[src/hdl/tts_pkg.sv]
`timescale 1ns / 1ps

package tts_pkg;

    localparam int TAG_W = 31;
    localparam int CNT_W = 3;
    localparam int SLOT_W = 3;

    localparam logic [CNT_W-1:0] COUNT_MAX = CNT_W'(4);
    localparam logic [CNT_W-1:0] COUNT_DONE = CNT_W'(3);
    localparam logic [CNT_W-1:0] COUNT_FIRST = CNT_W'(1);

    typedef enum logic [1:0] {
        S_IDLE,
        S_CHECK,
        S_VICTIM,
        S_UPDATE
    } t_state;

    typedef struct packed {
        logic load;
        logic check;
        logic update;
    } t_cmd;

    typedef struct packed {
        logic match;
        logic tree_ready;
        logic out_free;
    } t_status;

    function automatic logic [CNT_W-1:0] f_sat_inc(input logic [CNT_W-1:0] cnt);
        logic [CNT_W-1:0] res;
        res = cnt;
        if (cnt < COUNT_MAX) begin
            res = cnt + CNT_W'(1);
        end
        return res;
    endfunction

endpackage

[src/hdl/time_tagged_slot_cache.sv]
`timescale 1ns / 1ps

// channel | valid    | stall    | payload
// in      | i_valid  | o_stall  | i_time_tag
// out     | o_valid  | i_stall  | o_slot, o_hit, o_evicted_tag, o_update_count, o_complete
//
// one item at a time: a hit runs idle, check, update; a miss adds victim before update
// a miss waits for the registered min tree over the slot tags to settle
// after the previous slot write
// synchronous active-low reset clears all slots to tag 0, count 0
// the result sits in an output register; a stalled output holds the next update

module time_tagged_slot_cache #(
    parameter int SLOTS = 8
) (
    input  logic                       i_clk,
    input  logic                       i_rst_n,
    input  logic                       i_valid,
    output logic                       o_stall,
    input  logic [tts_pkg::TAG_W-1:0]  i_time_tag,
    output logic                       o_valid,
    input  logic                       i_stall,
    output logic [tts_pkg::SLOT_W-1:0] o_slot,
    output logic                       o_hit,
    output logic [tts_pkg::TAG_W-1:0]  o_evicted_tag,
    output logic [tts_pkg::CNT_W-1:0]  o_update_count,
    output logic                       o_complete
);

    tts_pkg::t_cmd    w_cmd;
    tts_pkg::t_status w_status;

    tts_ctrl u_ctrl (
        .i_clk    (i_clk),
        .i_rst_n  (i_rst_n),
        .i_valid  (i_valid),
        .o_stall  (o_stall),
        .i_status (w_status),
        .o_cmd    (w_cmd)
    );

    tts_datapath #(
        .SLOTS (SLOTS)
    ) u_datapath (
        .i_clk          (i_clk),
        .i_rst_n        (i_rst_n),
        .i_time_tag     (i_time_tag),
        .i_cmd          (w_cmd),
        .o_status       (w_status),
        .i_stall        (i_stall),
        .o_valid        (o_valid),
        .o_slot         (o_slot),
        .o_hit          (o_hit),
        .o_evicted_tag  (o_evicted_tag),
        .o_update_count (o_update_count),
        .o_complete     (o_complete)
    );

endmodule

[src/hdl/tts_ctrl.sv]
`timescale 1ns / 1ps

module tts_ctrl (
    input  logic            i_clk,
    input  logic            i_rst_n,
    input  logic            i_valid,
    output logic            o_stall,
    input  tts_pkg::t_status i_status,
    output tts_pkg::t_cmd   o_cmd
);

    tts_pkg::t_state r_state;
    tts_pkg::t_state n_state;

    always_ff @(posedge i_clk) begin
        if (!i_rst_n) begin
            r_state <= tts_pkg::S_IDLE;
        end else begin
            r_state <= n_state;
        end
    end

    always_comb begin
        n_state = r_state;
        case (r_state)
            tts_pkg::S_IDLE: begin
                if (i_valid) begin
                    n_state = tts_pkg::S_CHECK;
                end
            end
            tts_pkg::S_CHECK: begin
                if (i_status.match) begin
                    n_state = tts_pkg::S_UPDATE;
                end else begin
                    n_state = tts_pkg::S_VICTIM;
                end
            end
            tts_pkg::S_VICTIM: begin
                if (i_status.tree_ready) begin
                    n_state = tts_pkg::S_UPDATE;
                end
            end
            tts_pkg::S_UPDATE: begin
                if (i_status.out_free) begin
                    n_state = tts_pkg::S_IDLE;
                end
            end
            default: begin
                n_state = tts_pkg::S_IDLE;
            end
        endcase
    end

    always_comb begin
        o_cmd = '0;
        o_stall = 1'b1;
        case (r_state)
            tts_pkg::S_IDLE: begin
                o_stall = 1'b0;
                o_cmd.load = i_valid;
            end
            tts_pkg::S_CHECK: begin
                o_cmd.check = 1'b1;
            end
            tts_pkg::S_VICTIM: begin
                o_cmd = '0;
            end
            tts_pkg::S_UPDATE: begin
                o_cmd.update = i_status.out_free;
            end
            default: begin
                o_cmd = '0;
            end
        endcase
    end

endmodule

[src/hdl/tts_datapath.sv]
`timescale 1ns / 1ps

module tts_datapath #(
    parameter int SLOTS = 8
) (
    input  logic                          i_clk,
    input  logic                          i_rst_n,
    input  logic [tts_pkg::TAG_W-1:0]     i_time_tag,
    input  tts_pkg::t_cmd                 i_cmd,
    output tts_pkg::t_status              o_status,
    input  logic                          i_stall,
    output logic                          o_valid,
    output logic [tts_pkg::SLOT_W-1:0]    o_slot,
    output logic                          o_hit,
    output logic [tts_pkg::TAG_W-1:0]     o_evicted_tag,
    output logic [tts_pkg::CNT_W-1:0]     o_update_count,
    output logic                          o_complete
);

    localparam int LVL = (SLOTS > 1) ? $clog2(SLOTS) : 1;
    localparam int LEAVES = 1 << LVL;
    localparam int NODES = 2 * LEAVES - 1;
    localparam int IW = LVL;
    localparam int SW = $clog2(LVL + 1);

    logic [tts_pkg::TAG_W-1:0] r_tags [SLOTS];
    logic [tts_pkg::CNT_W-1:0] r_cnts [SLOTS];

    logic [tts_pkg::TAG_W-1:0] r_tag;
    logic                      r_hit;
    logic [IW-1:0]             r_pos;
    logic [tts_pkg::CNT_W-1:0] r_cnt_old;

    logic [tts_pkg::TAG_W-1:0] r_nt [LEAVES-1];
    logic [IW-1:0]             r_ni [LEAVES-1];
    logic                      r_nv [LEAVES-1];
    logic [SW-1:0]             r_settle;

    logic                      r_o_valid;
    logic [tts_pkg::SLOT_W-1:0] r_o_slot;
    logic                      r_o_hit;
    logic [tts_pkg::TAG_W-1:0] r_o_evicted;
    logic [tts_pkg::CNT_W-1:0] r_o_count;
    logic                      r_o_complete;

    logic                      m_hit;
    logic [IW-1:0]             m_pos;
    logic [tts_pkg::CNT_W-1:0] m_cnt;

    logic [tts_pkg::TAG_W-1:0] w_tag [NODES];
    logic [IW-1:0]             w_idx [NODES];
    logic                      w_vld [NODES];

    logic [IW-1:0]             w_victim;
    logic [tts_pkg::CNT_W-1:0] w_new_cnt;
    logic                      w_out_free;

    // ascending match scan, highest position wins
    always_comb begin
        m_hit = 1'b0;
        m_pos = '0;
        m_cnt = '0;
        for (int i = 0; i < SLOTS; i++) begin
            if (r_tags[i] == r_tag) begin
                m_hit = 1'b1;
                m_pos = IW'(i);
                m_cnt = r_cnts[i];
            end
        end
    end

    // min tree nodes: internal nodes registered, leaves from the slots
    always_comb begin
        for (int k = 0; k < NODES; k++) begin
            w_tag[k] = '0;
            w_idx[k] = '0;
            w_vld[k] = 1'b0;
        end
        for (int k = 0; k < LEAVES - 1; k++) begin
            w_tag[k] = r_nt[k];
            w_idx[k] = r_ni[k];
            w_vld[k] = r_nv[k];
        end
        for (int j = 0; j < SLOTS; j++) begin
            w_tag[LEAVES - 1 + j] = r_tags[j];
            w_idx[LEAVES - 1 + j] = IW'(j);
            w_vld[LEAVES - 1 + j] = 1'b1;
        end
    end

    // ties go to the higher position (right child)
    always_ff @(posedge i_clk) begin
        for (int k = 0; k < LEAVES - 1; k++) begin
            if (w_vld[2*k+1] && (!w_vld[2*k+2] || (w_tag[2*k+1] < w_tag[2*k+2]))) begin
                r_nt[k] <= w_tag[2*k+1];
                r_ni[k] <= w_idx[2*k+1];
                r_nv[k] <= 1'b1;
            end else begin
                r_nt[k] <= w_tag[2*k+2];
                r_ni[k] <= w_idx[2*k+2];
                r_nv[k] <= w_vld[2*k+2];
            end
        end
    end

    assign w_victim = r_ni[0];
    assign w_new_cnt = r_hit ? tts_pkg::f_sat_inc(r_cnt_old) : tts_pkg::COUNT_FIRST;
    assign w_out_free = !r_o_valid || !i_stall;

    always_ff @(posedge i_clk) begin
        if (!i_rst_n) begin
            r_settle <= SW'(LVL);
        end else if (i_cmd.update) begin
            r_settle <= SW'(LVL);
        end else if (r_settle != '0) begin
            r_settle <= r_settle - SW'(1);
        end
    end

    always_ff @(posedge i_clk) begin
        if (i_cmd.load) begin
            r_tag <= i_time_tag;
        end
        if (i_cmd.check) begin
            r_hit <= m_hit;
            r_pos <= m_pos;
            r_cnt_old <= m_cnt;
        end
    end

    for (genvar i = 0; i < SLOTS; i++) begin : g_slot
        always_ff @(posedge i_clk) begin
            if (!i_rst_n) begin
                r_tags[i] <= '0;
                r_cnts[i] <= '0;
            end else if (i_cmd.update) begin
                if (r_hit) begin
                    if (r_pos == IW'(i)) begin
                        r_cnts[i] <= w_new_cnt;
                    end
                end else if (i == SLOTS - 1) begin
                    r_tags[i] <= r_tag;
                    r_cnts[i] <= w_new_cnt;
                end else if (w_victim <= IW'(i)) begin
                    r_tags[i] <= r_tags[(i < SLOTS - 1) ? i + 1 : i];
                    r_cnts[i] <= r_cnts[(i < SLOTS - 1) ? i + 1 : i];
                end
            end
        end
    end

    always_ff @(posedge i_clk) begin
        if (!i_rst_n) begin
            r_o_valid <= 1'b0;
        end else if (i_cmd.update) begin
            r_o_valid <= 1'b1;
        end else if (!i_stall) begin
            r_o_valid <= 1'b0;
        end
    end

    always_ff @(posedge i_clk) begin
        if (i_cmd.update) begin
            r_o_slot <= r_hit ? tts_pkg::SLOT_W'(r_pos) : tts_pkg::SLOT_W'(SLOTS - 1);
            r_o_hit <= r_hit;
            r_o_evicted <= r_hit ? '0 : r_nt[0];
            r_o_count <= w_new_cnt;
            r_o_complete <= (w_new_cnt == tts_pkg::COUNT_DONE);
        end
    end

    assign o_status.match = m_hit;
    assign o_status.tree_ready = (r_settle == '0);
    assign o_status.out_free = w_out_free;

    assign o_valid = r_o_valid;
    assign o_slot = r_o_slot;
    assign o_hit = r_o_hit;
    assign o_evicted_tag = r_o_evicted;
    assign o_update_count = r_o_count;
    assign o_complete = r_o_complete;

endmodule
[config.mk]
export PLATFORM = sky130hd
export DESIGN_NAME = time_tagged_slot_cache
export DESIGN_NICKNAME = d
export VERILOG_FILES = /design/src/hdl/tts_pkg.sv /design/src/hdl/time_tagged_slot_cache.sv /design/src/hdl/tts_ctrl.sv /design/src/hdl/tts_datapath.sv
export SDC_FILE = /design/constraint.sdc
export NUM_CORES = 1
export LEC_CHECK = 0
export BUFFER_PORTS_ARGS = -buffer_cell sky130_fd_sc_hd__buf_2
export CAP_MARGIN = 20
export CORE_MARGIN = 2
export CORE_UTILIZATION = 53
export DETAILED_ROUTE_END_ITERATION = 8
export PLACE_DENSITY = 0.81
export SLEW_MARGIN = 20
export SYNTH_ARGS = -nofsm -noshare
export SYNTH_HDL_FRONTEND = slang
export SYNTH_SLANG_ARGS = --single-unit
[constraint.sdc]
create_clock -name i_clk -period 6.2 [get_ports i_clk]
set_input_delay 0.31 -clock i_clk [delete_from_list [all_inputs] [get_ports i_clk]]
set_output_delay 0.31 -clock i_clk [all_outputs]
set_load 0.02 [all_outputs]
==> flow_summary.json, run 1 <==
{
  "final_core_util": 0.597,
  "powerDensity_nw_per_um2": 349,
  "dieArea_um2": 56600,
  "worstMarginPinSlew_ns": 1.12,
  "numCtsBuffers": 59,
  "crit_type": "flop to flop",
  "cts_setup_buffers": 0,
  "worst_setup_path_end_kind": "flop",
  "clk_latency_ns": 0.63,
  "post-route-period-util": 0.637,
  "wire_per_inst_um": 21.9,
  "synth.top_cells.by_area": "edfxtp_1 36%, dfxtp_1 16%, ha_1 9.4%",
  "grt_pass1_vias": 19200,
  "leakage_uw": 0.0138,
  "status": "complete, no violations",
  "die_x_um": 238,
  "detail-route-antenna-nets": 0,
  "gp_congestion": 1.06,
  "synth_seq_area_share": 0.524,
  "num_rows": 85,
  "path_clk_slew_ns": 0.06,
  "finClkSkew_ns": 0.0250,
  "yosys_warnings": 0,
  "max_freq_mhz": 253,
  "avgSynthCellArea_um2": 12.1,
  "clockRootBuffer": "clkbuf_16",
  "grtUsageTotal": 0.251,
  "layout-drive-gt1-share": 0.158,
  "syn_inst": 2396,
  "cpPeakStageDelay_ns": 0.87,
  "fp.coreArea_um2": 53900,
  "cp.required_ns": 6.67,
  "drc": 0,
  "drt_pass1_iterations": 7,
  "cp_top_family": "simple AND/OR/NAND/NOR gates",
  "fin_tns_setup_ns": 0,
  "cts.path.max_buffers": 3,
  "grt_antenna_before_repair": 2,
  "rsz0062_at_grt": "no",
  "min_path_type": "input pin to flop",
  "dp.cells": 3093,
  "h-tree-depth": 2,
  "setup_violations": 0,
  "worstPathArrival_ns": 4.42,
  "max-cap-violations": 0,
  "fin_cells": 3236,
  "hpwl_um": 53700,
  "finalCriticalPeriod_ns": 3.95,
  "die_h_um": 238,
  "area_delta_synth_final_pct": 11.1,
  "io_buffers": 75,
  "viasPerCell": 5.75,
  "hold_viol_final": 0,
  "place_ws_ns": 2.33,
  "num_vias": 18600,
  "yosysTopAreaCellShare": 0.362,
  "initial_core_util": 0.538,
  "grt_pass1_wl_um": 108000,
  "vdd_drop_max_mv": 0.321,
  "drv_slew": 0,
  "drt_iter0_drc": 1801,
  "wirelength_um": 70800,
  "synth_edf_count": 349,
  "max_slew_margin": 0.252,
  "worstPathBufferInverterCount": 2,
  "grt_overflow_total": 0,
  "num_antenna_cells": 0,
  "critPathLaunchType": "flop",
  "cts_tree": "built",
  "final_nets": 2742,
  "critPathSlowestCell": "and2b_1",
  "fin_ws_ns": 2.25,
  "ios": 76,
  "async_reset_ff_frac": 0,
  "synth_cell_types": 61,
  "grt_max_degree": 88,
  "synth_ff_type": "edfxtp_1",
  "ys_seq_elements": 584,
  "syn-cell-area_um2": 29000,
  "cts_sinks": 584,
  "synth_top_area_cell": "edfxtp_1",
  "power_uw": 11200,
  "path_cells": "ha_1 -> nand2_1 -> nor2_1 -> buf_4 -> nand2_1 -> nor2_1 -> buf_4 -> and2b_1 -> and2b_1 -> and2_1",
  "crit_fanout": 36
}
## worst register-to-register path: stages (launching register included)
cell and delay, ns:
dfxtp_1 0.40, ha_1 0.23, nand2_1 0.24, nor2_1 0.17, buf_4 0.29, nand2_1 0.09
nor2_1 0.15, buf_4 0.31, and2b_1 0.79, and2b_1 0.87, and2_1 0.27
## per-stage QoR
step                      hold slack, ns  instance area (um2)
after floorplan                    0.409                29000
after global placement             0.438                29900
after detailed placement           0.441                29900
after CTS                          0.240                32200
after global routing               0.304                32200
final                              0.274                32200
## cells in the mapped netlist, types with 4 or more instances
library cell / instances
buf_4: 8
buf_6: 14
o221ai_1: 4
a21oi_1: 65
nand2_1: 24
a22o_1: 14
buf_2: 30
mux2_2: 195
a211oi_1: 4
mux2_1: 30
nor2b_1: 49
o21ai_0: 31
xor2_1: 123
o21ai_1: 9
nor4_1: 37
clkbuf_1: 43
nor2_1: 40
inv_1: 230
edfxtp_1: 349
nor3_1: 9
ha_1: 217
and3_1: 99
o211ai_1: 4
or2_2: 5
xnor2_1: 127
dfxtp_1: 235
a21o_1: 72
nor3b_1: 4
mux2i_1: 5
nand4_1: 78
and2_1: 160
nand2b_1: 16
nand3_1: 24
## cell usage in the layout (no fill, tap or decap), types with 5 or more instances in the layout
cell type and instances:
nor3_1 9, or2_2 5, clkbuf_8 8, a21o_1 72
clkbuf_1 20, a22o_1 14, clkinv_2 10, and3_1 99
nand2b_1 16, o21ai_0 29, inv_1 229, a21oi_1 64
xnor2_1 127, buf_2 75, dfxtp_1 235, edfxtp_1 349
clkbuf_16 65, buf_4 20, nor2b_1 49, dlygate4sd3_1 32
nor4_1 37, o21ai_1 8, nand4_1 78, mux2_1 30
mux2_2 195, ha_1 217, nor2_1 40, mux2i_1 5
and2_1 160, nand2_1 24, nand3_1 24, xor2_1 123
## flip-flops by register name (all words and copies together) (netlist names), 2 cells and up
register,count
u_ctrl.r_state,2
u_datapath.o_evicted_tag,31
u_datapath.o_slot,3
u_datapath.o_update_count,3
u_datapath.r_cnt_old,3
u_datapath.r_cnts,24
u_datapath.r_ni,11
u_datapath.r_nt,217
u_datapath.r_nv,2
u_datapath.r_pos,3
u_datapath.r_settle,2
u_datapath.r_tag,31
u_datapath.r_tags,248
## worst paths after layout
check                             start                 endpoint  slack (ns)  cells past startpoint
setup reg to reg      u_ctrl.r_state[1]  u_datapath.r_tags[0][7]        2.25                     10
setup / recovery      u_ctrl.r_state[1]  u_datapath.r_tags[0][7]        2.25                     10
hold / removal                  i_valid        u_ctrl.r_state[1]        0.27                      4
hold reg to reg   u_datapath.r_ni[0][7]    u_datapath.r_ni[0][1]        0.46                      1
## kinds of logic after synthesis
| logic type | after synthesis | synth area share |
|---|---|---|
| AOI/OAI and AO/OA | 230 | 0.0537 |
| muxes | 230 | 0.0891 |
| other | 1 | 0.000129 |
| and+or+nand+nor | 559 | 0.116 |
| buffers and inverters | 325 | 0.0480 |
| DFF | 584 | 0.524 |
| adders and majority gates | 217 | 0.0937 |
| xor gates and xnor gates | 250 | 0.0755 |
## routing by layer
layer | part of all wire | global-route usage | up-vias
li1 | - | - | 8622
met1 | 0.41 | 0.326 | 9124
met2 | 0.47 | 0.415 | 689
met3 | 0.066 | 0.0317 | 176
met4 | 0.051 | 0.128 | 0
met5 | 0 | 0 | -
## where the power goes
group | internal [uW] | total [uW] | switching, uW
Combinational | 1030 | 2310 | 1280
Sequential | 4720 | 5360 | 638
Clock | 2080 | 3580 | 1490
## area by class of cell
type                            count  area, um2
Sequential cell                   584      15200
Clock buffer                       93       1810
Clock inverter                     18        148
Inverter                          230        863
Tap cell                          696        871
Timing Repair Buffer              127        846
Fill cell                        4138      21700
Multi-Input combinational cell   1488      12500
## timing repair
| item | 4_1_cts | 5_1_grt |
|---|---|---|
| hold endpoints to repair | 32 | 0 |
| resized for setup | 0 | 0 |
| hold buffers | 32 | 0 |
Note: power is estimated with default switching activity, not from simulation.
==> run 2, diff against run 1 <==
==> constraint.sdc (replaced) <==
create_clock -name i_clk -period 3.75 [get_ports i_clk]
set_input_delay 0.1875 -clock i_clk [delete_from_list [all_inputs] [get_ports i_clk]]
set_output_delay 0.1875 -clock i_clk [all_outputs]
set_load 0.02 [all_outputs]
==> flow_summary.json, run 2 (synthesized netlist as in run 1, its figures left out) <==
{
  "grt_max_degree": 64,
  "setup_violations": 0,
  "crit_fanout": 5,
  "final_core_util": 0.603,
  "clk_latency_ns": 0.63,
  "seq_area_um2": 15200,
  "viasPerCell": 5.84,
  "leakage_uw": 0.0140,
  "grt_pass1_vias": 19500,
  "h-tree-depth": 2,
  "power_uw": 18800,
  "clockRootBuffer": "clkbuf_16",
  "num-fill-cells": 4177,
  "final_common_cell": "edfxtp_1",
  "finalCriticalPeriod_ns": 3.30,
  "wirelength_um": 77700,
  "layout-drive-gt1-share": 0.173,
  "num_rows": 85,
  "grt_pass1_wl_um": 117000,
  "hpwl_um": 58700,
  "r2r_setup_slack_ns": 0.45,
  "drt_pass1_iterations": 6,
  "hold_path_end": "u_ctrl.r_state[0]",
  "cts-resized-gates": 0,
  "vdd_drop_max_mv": 0.443,
  "rsz0062_at_grt": "no",
  "max-cap-violations": 0,
  "worstMarginPinSlew_ns": 0.977,
  "cp.required_ns": 4.10,
  "io_buffers": 75,
  "largest_reg_flops": 248,
  "path_clk_slew_ns": 0.06,
  "critPathLaunchType": "flop",
  "cts_tree": "built",
  "critPathSlowestCell": "edfxtp_1",
  "fp.coreArea_um2": 53900,
  "cpPeakStageDelay_ns": 0.56,
  "multi_input_area_um2": 12500,
  "cts_sinks": 584,
  "die_x_um": 238,
  "grt_antenna_before_repair": 3,
  "final_nets": 2781,
  "hold_viol_final": 0,
  "min-delay-start": "i_valid",
  "max_slew_margin": 0.349,
  "gp_congestion": 1.17,
  "powerDensity_nw_per_um2": 579,
  "num_vias": 19100,
  "cts.path.max_buffers": 3,
  "wire_per_inst_um": 23.7,
  "grt_overflow_total": 0,
  "drt_iter0_drc": 1986,
  "area_delta_synth_final_pct": 12.1,
  "fin_tns_setup_ns": 0,
  "worstPathArrival_ns": 3.65,
  "status": "complete, no violations",
  "top_register": "u_datapath.r_tags",
  "rr_endpoint": "u_datapath.r_cnt_old[1]",
  "worstReg2RegStart": "u_datapath.r_tag[24]",
  "max_freq_mhz": 303,
  "drv_slew": 0,
  "worst_setup_path_end_kind": "flop",
  "most-common-layout-cells": "349 x edfxtp_1, 235 x dfxtp_1, 229 x inv_1, 217 x ha_1, 195 x mux2_2",
  "largest_registers": "u_datapath.r_tags x248, u_datapath.r_nt x217",
  "numCtsBuffers": 59,
  "die_h_um": 238,
  "grtUsageTotal": 0.277,
  "ios": 76,
  "min_path_type": "input pin to flop",
  "path_cells": "buf_4 -> xor2_1 -> nor4_1 -> nand4_1 -> nor4_2 -> inv_1 -> mux2_1 -> mux2i_1 -> o221ai_1",
  "finClkSkew_ns": 0.0392,
  "initial_core_util": 0.538,
  "rr_worst_depth": 9,
  "post-route-period-util": 0.879,
  "crit_type": "flop to flop",
  "detail-route-antenna-nets": 0,
  "hold_depth": 4,
  "dieArea_um2": 56600,
  "drc": 0
}
run 2: changes by cell type in the layout (fill, tap and decap cells not counted), sizes merged:
cell / before / now
buf: 95 / 133
clkbuf: 93 / 83
clkinv: 13 / 21
clkinvlp: 2 / 1
diode: 0 / 4
dlygate4sd3: 32 / 33
inv: 231 / 233
run 2: report_power, final:
group	internal (uW)	switching, uW	leakage, uW	total (uW)
clock network	3350	2540	0.000971	5890
registers	7810	909	0.00550	8720
logic	1830	2390	0.00750	4210
run 2: metal layers:
metal,global-route usage,vias up,part of all wire
li1,-,8708,-
met1,0.369,9353,0.41
met2,0.439,889,0.45
met3,0.0495,195,0.089
met4,0.134,0,0.052
met5,0,-,0
run 2: final cells by class:
type / instances / area share
antenna: 4 / 0.000308
clock buffer: 83 / 0.0532
clock inverter: 27 / 0.00608
inverter: 230 / 0.0267
multi-input combinational: 1488 / 0.384
sequential: 584 / 0.467
tap: 696 / 0.0268
timing repair buffer: 166 / 0.0363
run 2: worst max path at each step:
stage          cells past startpoint                 endpoint                 start  slack [ns]
4_1_cts                            9  u_datapath.r_cnt_old[2]  u_datapath.r_tag[24]        0.51
3_3_place_gp                       9  u_datapath.r_cnt_old[1]  u_datapath.r_tag[15]        0.58
5_1_grt                            9  u_datapath.r_cnt_old[1]  u_datapath.r_tag[15]        0.38
2_1_floorplan                      9  u_datapath.r_cnts[1][6]     u_ctrl.r_state[0]       0.005
3_5_place_dp                       9  u_datapath.r_cnt_old[2]  u_datapath.r_tag[24]        0.53
6_report                           9  u_datapath.r_cnt_old[1]  u_datapath.r_tag[24]        0.45
run 2: what timing repair did:
item,CTS,global route
setup buffers,0,0
hold buffers,33,0
endpoints found under the hold margin,34,0
run 2: per-stage QoR:
stage / cell area [um2] / std cells / hold slack (ns) / worst slack [ns]
after floorplan: 29000 / 2397 / 0.286 / 0.00466
after global placement: 30200 / 3131 / 0.364 / 0.581
after detailed placement: 30200 / 3131 / 0.366 / 0.532
after CTS: 32500 / 3274 / 0.135 / 0.508
after global routing: 32500 / 3274 / 0.180 / 0.377
final: 32500 / 3278 / 0.167 / 0.453
run 2: worst max-delay path: cells and delay by family (launching register included):
| family | cells | cell delay (ns) |
|---|---|---|
| muxes | 2 | 0.49 |
| buffers and inverters | 2 | 0.47 |
| AOI/OAI and AO/OA | 1 | 0.13 |
| xor gates and xnor gates | 1 | 0.23 |
| and+or+nand+nor | 3 | 1.14 |
| DFF | 1 | 0.56 |
==> run 3, diff against run 2 <==
--- a/config.mk
+++ b/config.mk
@@ -5,12 +5,12 @@
 export SDC_FILE = /design/constraint.sdc
 export NUM_CORES = 1
 export LEC_CHECK = 0
-export BUFFER_PORTS_ARGS = -buffer_cell sky130_fd_sc_hd__buf_2
 export CAP_MARGIN = 20
 export CORE_MARGIN = 2
 export CORE_UTILIZATION = 53
 export DETAILED_ROUTE_END_ITERATION = 8
-export PLACE_DENSITY = 0.81
+export DONT_BUFFER_PORTS = 1
+export PLACE_DENSITY = 0.8
 export SLEW_MARGIN = 20
 export SYNTH_ARGS = -nofsm -noshare
 export SYNTH_HDL_FRONTEND = slang
==> constraint.sdc (replaced) <==
create_clock -name i_clk -period 3.75 [get_ports i_clk]
set_input_delay 0.1875 -clock i_clk [delete_from_list [all_inputs] [get_ports i_clk]]
set_output_delay 0.1875 -clock i_clk [all_outputs]
set_load 0.01 [all_outputs]
==> flow_summary.json, run 3 (synthesized netlist as in run 1, its figures left out) <==
{
  "grtUsageTotal": 0.265,
  "die_x_um": 238,
  "ios": 76,
  "fin_ws_ns": 0.347,
  "largest_reg_flops": 248,
  "grt_antenna_before_repair": 8,
  "most-common-layout-cells": "349 x edfxtp_1, 235 x dfxtp_1, 229 x inv_1, 217 x ha_1, 195 x mux2_2",
  "place_area_um2": 29800,
  "final_common_cell": "edfxtp_1",
  "clockRootBuffer": "clkbuf_16",
  "layout-drive-gt1-share": 0.148,
  "max_slew_margin": 0.282,
  "worst_setup_path_end_kind": "flop",
  "numCtsBuffers": 60,
  "finalCriticalPeriod_ns": 3.40,
  "setup_violations": 0,
  "crit_fanout": 6,
  "area_delta_synth_final_pct": 11.2,
  "hold_depth": 2,
  "grt_overflow_total": 0,
  "place_ws_ns": 0.536,
  "hpwl_um": 57500,
  "worstMarginPinSlew_ns": 1.08,
  "drt_iter0_drc": 1812,
  "die_h_um": 238,
  "num_rows": 85,
  "leakage_uw": 0.0137,
  "wirelength_um": 75400,
  "drt_pass1_iterations": 6,
  "num_vias": 18800,
  "cts_setup_buffers": 0,
  "largest_registers": "u_datapath.r_tags x248, u_datapath.r_nt x217",
  "viasPerCell": 5.87,
  "clk_latency_ns": 0.64,
  "top_register": "u_datapath.r_tags",
  "grt_pass1_vias": 19100,
  "hold_viol_final": 0,
  "cp.required_ns": 4.11,
  "final_area_um2": 32200,
  "wire_per_inst_um": 23.5,
  "powerDensity_nw_per_um2": 584,
  "post-route-period-util": 0.907,
  "drc": 0,
  "fin_tns_setup_ns": 0,
  "cts-resized-gates": 0,
  "vdd_drop_max_mv": 0.473,
  "dieArea_um2": 56600,
  "worstPathArrival_ns": 3.76,
  "final_nets": 2712,
  "critPathLaunchType": "flop",
  "path_clk_slew_ns": 0.06,
  "rsz0062_at_grt": "no",
  "grt_max_degree": 80,
  "cts.path.max_buffers": 3,
  "h-tree-depth": 2,
  "min_path_type": "input pin to flop",
  "grt_pass1_wl_um": 113000,
  "cts_tree": "built",
  "rr_worst_depth": 9,
  "finClkSkew_ns": 0.0303,
  "gp_congestion": 1.10,
  "max_freq_mhz": 294,
  "crit_type": "flop to flop",
  "initial_core_util": 0.538,
  "status": "complete, no violations",
  "fp.coreArea_um2": 53900,
  "max-cap-violations": 0,
  "io_buffers": 0,
  "cts_sinks": 584,
  "drv_slew": 0,
  "detail-route-antenna-nets": 0
}
## run 3: cell types whose count changed in the layout (fill, tap and decap cells not counted), sizes merged
cell / delta
clkinv: +5
diode: +1
clkbuf: -9
clkinvlp: +3
dlygate4sd3: +4
bufinv: +3
buf: -74
## run 3: final cells by class
type	count	area (um2)
diodes	5	12.5
clock buffers	74	1660
clock inverters	38	334
fillers	4076	21700
inverters	230	867
multi-input cells	1488	12500
flip-flops and latches	584	15200
well taps	696	871
repair buffers	96	846
## run 3: final timing paths
kind                         start                       end  slack [ns]
max            u_datapath.r_tag[2]   u_datapath.r_cnt_old[1]        0.35
min                        i_rst_n  u_datapath.r_tags[1][55]        0.06
max reg2reg    u_datapath.r_tag[2]   u_datapath.r_cnt_old[1]        0.35
min reg2reg  u_datapath.r_ni[0][7]     u_datapath.r_ni[0][1]        0.46
## run 3: metrics by stage
step | util | std cells | hold WS (ns) | total power, uW
final | 0.598 | 3211 | 0.0638 | 18800
after global routing | 0.598 | 3206 | 0.0722 | 19500
after CTS | 0.598 | 3206 | 0.0436 | 18800
after detailed placement | 0.553 | 3056 | 0.276 | 12800
after global placement | 0.553 | 3056 | 0.273 | 12600
after floorplan | - | 2397 | 0.286 | 11300
## run 3: metal layers
metal,track usage,routed length (um),vias up
met4,0.130,3740,4
met2,0.434,35200,766
met3,0.0355,5510,197
li1,-,-,8581
met1,0.348,31000,9300
met5,0,23,-
## run 3: worst max-delay path: stages, from the launching register on
cell      delay, ns
edfxtp_1       0.60
buf_4          0.27
xor2_1         0.17
nor4_1         0.38
nand4_1        0.18
nor4_2         0.64
inv_1          0.23
mux2_1         0.39
mux2i_1        0.15
o221ai_1       0.13
## run 3: what timing repair did
action	in CTS	in global routing
endpoints found under the hold margin	120	0
hold buffers	38	0
setup endpoints to repair	0	0
## run 3: report_power, final
group | switching, uW | total (uW) | internal, uW
Sequential | 887 | 8700 | 7810
Clock | 2540 | 6010 | 3470
Combinational | 2330 | 4140 | 1800
